### src/hdl/i2cms_pkg.sv
// shared types and constants for the i2c master transfer sequencer
// no dependencies; imported by i2cms_seq and the top level
`timescale 1ns / 1ps

package i2cms_pkg;

  localparam int TX_DEPTH_DEF = 16;

  typedef enum logic [1:0] {
    MODE_TICK  = 2'd0,
    MODE_LOAD  = 2'd1,
    MODE_WRITE = 2'd2,
    MODE_READ  = 2'd3
  } mode_t;

  typedef enum logic [2:0] {
    PH_IDLE  = 3'd0,
    PH_START = 3'd1,
    PH_SLA   = 3'd2,
    PH_TX    = 3'd3,
    PH_RX    = 3'd4,
    PH_STOP  = 3'd5,
    PH_DONE  = 3'd6
  } phase_t;

  typedef enum logic [2:0] {
    CMD_NONE      = 3'd0,
    CMD_START     = 3'd1,
    CMD_WRITE     = 3'd2,
    CMD_READ_ACK  = 3'd3,
    CMD_READ_NACK = 3'd4,
    CMD_STOP      = 3'd5
  } cmd_t;

  typedef struct packed {
    mode_t      mode;
    logic       engine_done;
    logic [7:0] engine_rx_byte;
    logic [3:0] load_index;
    logic [7:0] load_byte;
    logic [6:0] target_address;
    logic [7:0] transfer_length;
  } item_t;

  typedef struct packed {
    cmd_t       bus_command;
    logic [7:0] command_byte;
    logic       rx_valid;
    logic [7:0] rx_position;
    logic [7:0] rx_byte;
    logic       request_accepted;
    logic       busy_res;
    logic       rx_complete;
  } result_t;

endpackage

### src/hdl/i2cms_seq.sv
// transaction state, tx buffer and per-beat step logic of the sequencer
// depends on i2cms_pkg
`timescale 1ns / 1ps

module i2cms_seq
  import i2cms_pkg::*;
#(
  parameter int TX_DEPTH = TX_DEPTH_DEF
) (
  input  logic    clk,
  input  logic    rst_n,
  input  logic    step,
  input  item_t   item,
  output result_t result
);

  localparam int CW = $clog2(TX_DEPTH + 1);
  localparam int AW = (TX_DEPTH > 1) ? $clog2(TX_DEPTH) : 1;

  phase_t         phase_r, phase_nxt;
  logic [6:0]     sla_r, sla_nxt;
  logic           rnw_r, rnw_nxt;
  logic [CW-1:0]  tx_cnt_r, tx_cnt_nxt;
  logic [CW-1:0]  tx_pos_r, tx_pos_nxt;
  logic [7:0]     rx_cnt_r, rx_cnt_nxt;
  logic [7:0]     rx_pos_r, rx_pos_nxt;
  logic           rx_done_r, rx_done_nxt;
  logic [7:0]     tx_store [TX_DEPTH];

  logic           load_ok, len_ok, tx_more, rx_more, rx_last, load_we;
  logic [AW-1:0]  load_addr;
  logic [7:0]     tx_rd;

  assign load_ok   = 32'(item.load_index) < TX_DEPTH;
  assign len_ok    = 32'(item.transfer_length) <= TX_DEPTH;
  assign load_addr = AW'(item.load_index);
  assign tx_more   = (tx_pos_r < tx_cnt_r) && (32'(tx_pos_r) < TX_DEPTH);
  assign rx_more   = rx_pos_r < rx_cnt_r;
  assign rx_last   = (9'(rx_pos_r) + 9'd1) >= 9'(rx_cnt_r);
  assign tx_rd     = tx_store[tx_pos_r[AW-1:0]];
  assign load_we   = step && (item.mode == MODE_LOAD) && (phase_r == PH_IDLE) && load_ok;

  // next phase
  always_comb begin
    phase_nxt = phase_r;
    if (step) begin
      if (item.mode == MODE_TICK) begin
        case (phase_r)
          PH_START: phase_nxt = PH_SLA;
          PH_SLA:   if (item.engine_done) phase_nxt = rnw_r ? PH_RX : PH_TX;
          PH_TX:    if (item.engine_done && !tx_more) phase_nxt = PH_STOP;
          PH_RX:    if (item.engine_done && !rx_more) phase_nxt = PH_STOP;
          PH_STOP:  phase_nxt = PH_DONE;
          default:  phase_nxt = PH_IDLE;
        endcase
      end else if (phase_r == PH_IDLE) begin
        if ((item.mode == MODE_WRITE && len_ok) || (item.mode == MODE_READ && rx_done_r)) begin
          phase_nxt = PH_START;
        end
      end
    end
  end

  // result fields and datapath registers
  always_comb begin
    result      = '0;
    sla_nxt     = sla_r;
    rnw_nxt     = rnw_r;
    tx_cnt_nxt  = tx_cnt_r;
    tx_pos_nxt  = tx_pos_r;
    rx_cnt_nxt  = rx_cnt_r;
    rx_pos_nxt  = rx_pos_r;
    rx_done_nxt = rx_done_r;
    if (step) begin
      if (item.mode == MODE_TICK) begin
        case (phase_r)
          PH_START: result.bus_command = CMD_START;
          PH_SLA: begin
            if (item.engine_done) begin
              result.bus_command  = CMD_WRITE;
              result.command_byte = {sla_r, rnw_r};
            end
          end
          PH_TX: begin
            if (item.engine_done && tx_more) begin
              result.bus_command  = CMD_WRITE;
              result.command_byte = tx_rd;
              tx_pos_nxt          = tx_pos_r + CW'(1);
            end
          end
          PH_RX: begin
            if (item.engine_done) begin
              // byte finished by the engine belongs to the previous read
              if (rx_pos_r != 8'd0) begin
                result.rx_valid    = 1'b1;
                result.rx_position = rx_pos_r - 8'd1;
                result.rx_byte     = item.engine_rx_byte;
              end
              if (rx_more) begin
                result.bus_command = rx_last ? CMD_READ_NACK : CMD_READ_ACK;
                rx_pos_nxt         = rx_pos_r + 8'd1;
              end
            end
          end
          PH_STOP: result.bus_command = CMD_STOP;
          PH_DONE: rx_done_nxt = 1'b1;
          default: ;
        endcase
      end else if (phase_r == PH_IDLE) begin
        case (item.mode)
          MODE_LOAD: result.request_accepted = load_ok;
          MODE_WRITE: begin
            if (len_ok) begin
              sla_nxt    = item.target_address;
              rnw_nxt    = 1'b0;
              tx_cnt_nxt = CW'(item.transfer_length);
              tx_pos_nxt = '0;
              result.request_accepted = 1'b1;
            end
          end
          MODE_READ: begin
            if (rx_done_r) begin
              sla_nxt     = item.target_address;
              rnw_nxt     = 1'b1;
              rx_cnt_nxt  = item.transfer_length;
              rx_pos_nxt  = 8'd0;
              rx_done_nxt = 1'b1;
              result.request_accepted = 1'b1;
            end
          end
          default: ;
        endcase
      end
    end
    result.busy_res    = (phase_nxt != PH_IDLE);
    result.rx_complete = rx_done_nxt;
  end

  always_ff @(posedge clk) begin
    if (!rst_n) begin
      phase_r   <= PH_IDLE;
      sla_r     <= '0;
      rnw_r     <= 1'b0;
      tx_cnt_r  <= '0;
      tx_pos_r  <= '0;
      rx_cnt_r  <= '0;
      rx_pos_r  <= '0;
      rx_done_r <= 1'b1;
    end else begin
      phase_r   <= phase_nxt;
      sla_r     <= sla_nxt;
      rnw_r     <= rnw_nxt;
      tx_cnt_r  <= tx_cnt_nxt;
      tx_pos_r  <= tx_pos_nxt;
      rx_cnt_r  <= rx_cnt_nxt;
      rx_pos_r  <= rx_pos_nxt;
      rx_done_r <= rx_done_nxt;
    end
  end

  always_ff @(posedge clk) begin
    if (load_we) begin
      tx_store[load_addr] <= item.load_byte;
    end
  end

endmodule

### src/hdl/i2c_master_transfer_sequencer.sv
// top level: input register, sequencer step and result register
// depends on i2cms_pkg and i2cms_seq
`timescale 1ns / 1ps

// Byte-level i2c master sequencer. Each input beat (tick, tx-buffer load,
// write or read request) yields exactly one result beat. A beat is captured
// in an input register, stepped through the sequencer state and held in the
// result register: one beat per cycle sustained while results are taken.
// The input register keeps taking a beat while a result waits to be taken;
// ready falls only when both registers are full and the result is stalled.
// The tx buffer is TX_DEPTH bytes of flip-flops with no reset; sending an
// entry never loaded gives an undefined byte.
module i2c_master_transfer_sequencer
  import i2cms_pkg::*;
#(
  parameter int TX_DEPTH = TX_DEPTH_DEF
) (
  input  logic       clk,
  input  logic       rst_n,
  input  logic       in_valid,
  output logic       in_ready,
  input  logic [1:0] in_mode,
  input  logic       in_engine_done,
  input  logic [7:0] in_engine_rx_byte,
  input  logic [3:0] in_load_index,
  input  logic [7:0] in_load_byte,
  input  logic [6:0] in_target_address,
  input  logic [7:0] in_transfer_length,
  output logic       out_valid,
  input  logic       out_ready,
  output logic [2:0] out_bus_command,
  output logic [7:0] out_command_byte,
  output logic       out_rx_valid,
  output logic [7:0] out_rx_position,
  output logic [7:0] out_rx_byte,
  output logic       out_request_accepted,
  output logic       out_busy_res,
  output logic       out_rx_complete
);

  logic    in_full_r, in_full_nxt;
  item_t   in_item_r;
  logic    out_valid_r, out_valid_nxt;
  result_t out_res_r;
  result_t step_res;
  logic    move;

  // beat moves from input register to result register
  assign move        = in_full_r && (!out_valid_r || out_ready);
  assign in_ready    = !in_full_r || move;
  assign in_full_nxt = (in_valid && in_ready) || (in_full_r && !move);
  assign out_valid_nxt = move || (out_valid_r && !out_ready);

  i2cms_seq #(
    .TX_DEPTH(TX_DEPTH)
  ) u_seq (
    .clk    (clk),
    .rst_n  (rst_n),
    .step   (move),
    .item   (in_item_r),
    .result (step_res)
  );

  always_ff @(posedge clk) begin
    if (!rst_n) begin
      in_full_r   <= 1'b0;
      out_valid_r <= 1'b0;
    end else begin
      in_full_r   <= in_full_nxt;
      out_valid_r <= out_valid_nxt;
    end
  end

  always_ff @(posedge clk) begin
    if (in_valid && in_ready) begin
      in_item_r.mode            <= mode_t'(in_mode);
      in_item_r.engine_done     <= in_engine_done;
      in_item_r.engine_rx_byte  <= in_engine_rx_byte;
      in_item_r.load_index      <= in_load_index;
      in_item_r.load_byte       <= in_load_byte;
      in_item_r.target_address  <= in_target_address;
      in_item_r.transfer_length <= in_transfer_length;
    end
    if (move) begin
      out_res_r <= step_res;
    end
  end

  assign out_valid            = out_valid_r;
  assign out_bus_command      = out_res_r.bus_command;
  assign out_command_byte     = out_res_r.command_byte;
  assign out_rx_valid         = out_res_r.rx_valid;
  assign out_rx_position      = out_res_r.rx_position;
  assign out_rx_byte          = out_res_r.rx_byte;
  assign out_request_accepted = out_res_r.request_accepted;
  assign out_busy_res         = out_res_r.busy_res;
  assign out_rx_complete      = out_res_r.rx_complete;

  // a delivered rx byte only comes with a read command or the move to stop
  a_rx_cmd: assert property (@(posedge clk) disable iff (!rst_n)
    out_valid && out_rx_valid |->
      (out_bus_command == CMD_NONE || out_bus_command == CMD_READ_ACK ||
       out_bus_command == CMD_READ_NACK))
    else $error("rx byte delivered with unexpected bus command");

  // an accepted request or load never issues a bus command and leaves busy only for requests
  a_req_cmd: assert property (@(posedge clk) disable iff (!rst_n)
    out_valid && out_request_accepted |-> out_bus_command == CMD_NONE)
    else $error("accepted request carries a bus command");

  // a stalled result keeps the input register from draining
  a_hold: assert property (@(posedge clk) disable iff (!rst_n)
    in_full_r && out_valid && !out_ready |=> in_full_r && out_valid)
    else $error("beat lost while result stalled");

  // the read-complete flag is never cleared
  a_rxc: assert property (@(posedge clk) disable iff (!rst_n)
    out_valid |-> out_rx_complete)
    else $error("read-complete flag cleared");

endmodule
### config.mk
export PLATFORM = sky130hd
export DESIGN_NAME = i2c_master_transfer_sequencer
export DESIGN_NICKNAME = d
export VERILOG_FILES = /design/src/hdl/i2cms_pkg.sv /design/src/hdl/i2cms_seq.sv /design/src/hdl/i2c_master_transfer_sequencer.sv
export SDC_FILE = /design/constraint.sdc
export NUM_CORES = 1
export LEC_CHECK = 0
export BUFFER_PORTS_ARGS = -buffer_cell sky130_fd_sc_hd__buf_2
export CAP_MARGIN = 20
export CORE_ASPECT_RATIO = 0.75
export CORE_MARGIN = 1.5
export CORE_UTILIZATION = 40
export CTS_BUF_LIST = sky130_fd_sc_hd__clkbuf_8
export DETAILED_ROUTE_END_ITERATION = 10
export GPL_ROUTABILITY_DRIVEN = 0
export GPL_TIMING_DRIVEN = 0
export SLEW_MARGIN = 20
export SYNTH_ARGS = -nofsm -noshare
export SYNTH_HDL_FRONTEND = slang
export SYNTH_SLANG_ARGS = --single-unit
### constraint.sdc
create_clock -name clk -period 4.5 [get_ports clk]
set_input_delay 0.45 -clock clk [delete_from_list [all_inputs] [get_ports clk]]
set_output_delay 0.45 -clock clk [all_outputs]
set_load 0.02 [all_outputs]
==> qor.tcl <==
set qor(grt_max_degree) 33
set qor(syn-num-nets) 728
set qor(timing_hold_violations_final) 0
set qor(ys_dominant_reg_cell) {sky130_fd_sc_hd__edfxtp_1}
set qor(timing_max_transition_violations_final) 0
set qor(final_antenna_net_count) 0
set qor(gr-usage-met3) 0.0452
set qor(arrival_ns) 3.73
set qor(cts_resized) 0
set qor(cp.buffers_inverters) 1
set qor(die-area_sq_mm) 0.0261
set qor(synth.ff_latch_count) 241
set qor(fp.coreArea_sq_mm) 0.0248
set qor(powerDensity_mw_per_mm2) 376
set qor(largest_vdd_supply_drop_mv) 0.252
set qor(most_used_routing_layer) {met1}
set qor(postRouteWirelength_mm) 22.8
set qor(worstSetupEndpointType) {flip-flop}
set qor(timing.final.crit_period_ns) 3.45
set qor(placement.cell_area_sq_mm) 0.0109
set qor(total_power_mw) 4.38
set qor(grt.total_usage) 0.180
set qor(grt_pass1_vias) 6098
set qor(path_cells) {clkbuf_1 -> nand4_1 -> nor2_1 -> xor2_1 -> ha_1 -> a21o_1 -> a21o_1 -> a221oi_1 -> a2111oi_0 -> a41o_1}
set qor(finalInstanceArea_sq_mm) 0.0117
set qor(grt_overflow_total) 0
set qor(ctsHtreeMaxLevel) 2
set qor(final_critical_path_share_of_the_clock_period) 0.766
set qor(vias_per_cell) 5.32
set qor(timing.setup.critical_path_class) {flip-flop to flip-flop}
set qor(cts.clk_slew.worst_paths_ns) 0.06
set qor(antenna_found_initial) 1
set qor(place_inst) 1072
set qor(detail_route.first_pass.iterations) 5
set qor(num-nets-final) 846
set qor(timing.critical_path.slowest_cell_delay_ns) 0.65
set qor(netlist_instances) 658
set qor(grt_setup_unrepaired) {no}
set qor(detailroute.via_count) 6101
set qor(timing.critical_path.max_delay_family) {compound AO/OA/AOI/OAI gates}
set qor(leakagePower_nw) 4.13
set qor(initial_core_util) 0.405
set qor(synth_edf_count) 197
set qor(met2_usage) 0.247
set qor(cts_root_buf) {sky130_fd_sc_hd__clkbuf_8}
set qor(num_io_pins) 75
set qor(numPortBuffers) 74
set qor(outcome) {completed}
set qor(die_height_um) 140
set qor(critPathMostFrequentCell) {sky130_fd_sc_hd__a21o_1}
set qor(grt_pass1_wl_mm) 35.2
set qor(tritoncts.num_buffers) 40
set qor(cts_tree) {built}
set qor(tightestPinTransition_ns) 1.01
set qor(crit_fanout) 10
set qor(setup_failing_eps_final) 0
set qor(cts_buffer_depth) 3
set qor(hpwlAfterDp_mm) 16.0
set qor(yosys_warnings) 0
set qor(holdBufCountCts) 0
set qor(fmax_ghz) 0.290
set qor(crit_slowest_cell) {sky130_fd_sc_hd__a221oi_1}
set qor(layout-drive-gt1-share) 0.223
set qor(final_cell_count_no_fill) 1147
set qor(clock_sink_count) 241
set qor(routed_wire_per_std_cell_um) 19.9
set qor(hold_path_class) {input pin to flip-flop}
set qor(worst_skew_pair.late_latency_ns) 0.54
set qor(globalRouteMet1Util) 0.272
set qor(area.growth.synth_to_final_pct) 15.8
set qor(chipWidth_um) 186
set qor(synth_seq_area_share) 0.675
set qor(mostFrequentLayoutCell) {sky130_fd_sc_hd__edfxtp_1}
set qor(crit_path_start_kind) {flip-flop}
set qor(ys_async_rst_share) 0
set qor(rows) 50
set qor(finalClockSkew_ns) 0.0189
set qor(detail_route.iter0.violations) 608
set qor(maxCapViolations) 0
set qor(layout.cells.most_common_list) {sky130_fd_sc_hd__edfxtp_1 (197), sky130_fd_sc_hd__buf_2 (79), sky130_fd_sc_hd__inv_1 (44), sky130_fd_sc_hd__dfxtp_1 (44), sky130_fd_sc_hd__clkbuf_8 (43)}
set qor(cts_setup_buffers) 0
set qor(drc) 0
set qor(synth_cell_types) 59
set qor(syn_area_sq_mm) 0.0101
set qor(postSynthAreaPerCell_sq_um) 15.3
set qor(slew_headroom) 0.323
set qor(critPathRequiredTime_ns) 4.78
cells in the mapped netlist, types with 2 or more instances:
library cell | n | area (sq um)
sky130_fd_sc_hd__nor3_1 | 14 | 70.1
sky130_fd_sc_hd__xor2_1 | 6 | 52.6
sky130_fd_sc_hd__nand4_1 | 4 | 25.0
sky130_fd_sc_hd__nor2_1 | 34 | 128
sky130_fd_sc_hd__a21oi_1 | 19 | 95.1
sky130_fd_sc_hd__nor2b_1 | 23 | 144
sky130_fd_sc_hd__or3_4 | 2 | 22.5
sky130_fd_sc_hd__nor3_4 | 2 | 32.5
sky130_fd_sc_hd__nand2b_1 | 7 | 43.8
sky130_fd_sc_hd__o31ai_1 | 2 | 15.0
sky130_fd_sc_hd__o21ai_0 | 9 | 45.0
sky130_fd_sc_hd__o211a_1 | 6 | 60.1
sky130_fd_sc_hd__and2_1 | 11 | 68.8
sky130_fd_sc_hd__nor4_1 | 5 | 31.3
sky130_fd_sc_hd__or3_1 | 4 | 25.0
sky130_fd_sc_hd__a221o_1 | 6 | 60.1
sky130_fd_sc_hd__mux2i_1 | 25 | 250
sky130_fd_sc_hd__a21boi_0 | 7 | 52.6
sky130_fd_sc_hd__edfxtp_1 | 197 | 5920
sky130_fd_sc_hd__dfxtp_1 | 44 | 881
sky130_fd_sc_hd__o211ai_1 | 2 | 15.0
sky130_fd_sc_hd__a31oi_1 | 4 | 25.0
sky130_fd_sc_hd__mux4_2 | 32 | 721
sky130_fd_sc_hd__nand3_1 | 11 | 55.1
sky130_fd_sc_hd__inv_1 | 25 | 93.8
sky130_fd_sc_hd__o2111ai_1 | 3 | 26.3
sky130_fd_sc_hd__nand4b_1 | 2 | 17.5
sky130_fd_sc_hd__a21o_1 | 4 | 30.0
sky130_fd_sc_hd__xnor2_1 | 5 | 43.8
sky130_fd_sc_hd__a22o_1 | 8 | 70.1
sky130_fd_sc_hd__buf_1 | 2 | 7.51
sky130_fd_sc_hd__buf_2 | 5 | 25.0
sky130_fd_sc_hd__nand2_1 | 42 | 158
sky130_fd_sc_hd__a211oi_1 | 10 | 75.1
sky130_fd_sc_hd__ha_1 | 28 | 350
sky130_fd_sc_hd__clkbuf_1 | 22 | 82.6
sky130_fd_sc_hd__a2111oi_0 | 3 | 26.3
sky130_fd_sc_hd__o21a_1 | 2 | 15.0
cell families after synthesis:
family          synth area share
flops                      0.675
simple gates              0.0888
compound gates            0.0731
mux                       0.0965
buf+inv                   0.0219
fa+ha+maj                 0.0348
xor+xnor                 0.00957
metal layers:
metal / up-vias / wire length (um)
li1: 2790 / -
met5: - / 0
met3: 52 / 1760
met2: 244 / 9720
met4: 0 / 654
met1: 3015 / 10700
path summary, 6_finish.rpt:
| path | cells after the start | end | slack [ns] | startpoint |
|---|---|---|---|---|
| worst min register to register | 2 | u_seq.sla_r[3]$_SDFFE_PN0P_ | 0.46 | u_seq.sla_r[3]$_SDFFE_PN0P_ |
| worst max register to register | 10 | out_bus_command[2]$_SDFFCE_PN0P_ | 1.05 | u_seq.rx_pos_r[3]$_SDFFE_PN0P_ |
| worst max-delay path | 10 | out_bus_command[2]$_SDFFCE_PN0P_ | 1.05 | u_seq.rx_pos_r[3]$_SDFFE_PN0P_ |
| worst min-delay path | 1 | in_item_r[0]$_DFFE_PP_ | 0.08 | in_transfer_length[0] |
sequential cells by signal (all words and copies together) (netlist names), named ones only:
signal	flops
u_seq.tx_store	128
in_item_r	38
out_command_byte	8
out_rx_byte	8
out_rx_position	8
u_seq.rx_cnt_r	8
u_seq.rx_pos_r	8
u_seq.sla_r	7
u_seq.tx_cnt_r	5
u_seq.tx_pos_r	5
out_bus_command	3
u_seq.phase_r	3
in_full_r	1
out_busy_res	1
out_request_accepted	1
out_rx_complete	1
out_rx_valid	1
out_valid	1
u_seq.rnw_r	1
u_seq.rx_done_r	1
metrics by stage:
stage	hold slack, ns	TNS, ns	utilization	setup WS (ns)
2_1_floorplan	0.438	0	-	1.09
3_3_place_gp	0.452	-0.328	0.437	-0.273
3_5_place_dp	0.457	0	0.440	1.15
4_1_cts	0.0598	0	0.469	1.14
5_1_grt	0.0618	0	0.469	0.879
6_report	0.0826	0	0.469	1.05
layout make-up:
cell class / instances / area (sq um)
fillers: 2179 / 13200
flip-flops and latches: 241 / 6800
multi-input cells: 362 / 3080
clock buffers: 43 / 592
well taps: 338 / 423
repair buffers: 76 / 418
clock inverters: 31 / 130
plain buffers: 30 / 126
inverters: 25 / 93.8
diodes: 1 / 2.50
power by group:
group	switching [mW]	internal, mW	total [mW]	leakage [nW]
registers	0.0419	2.45	2.49	2.17
logic	0.0947	0.0507	0.145	1.52
clock network	0.855	0.883	1.74	0.438
Note: power is estimated with default switching activity, not from simulation.
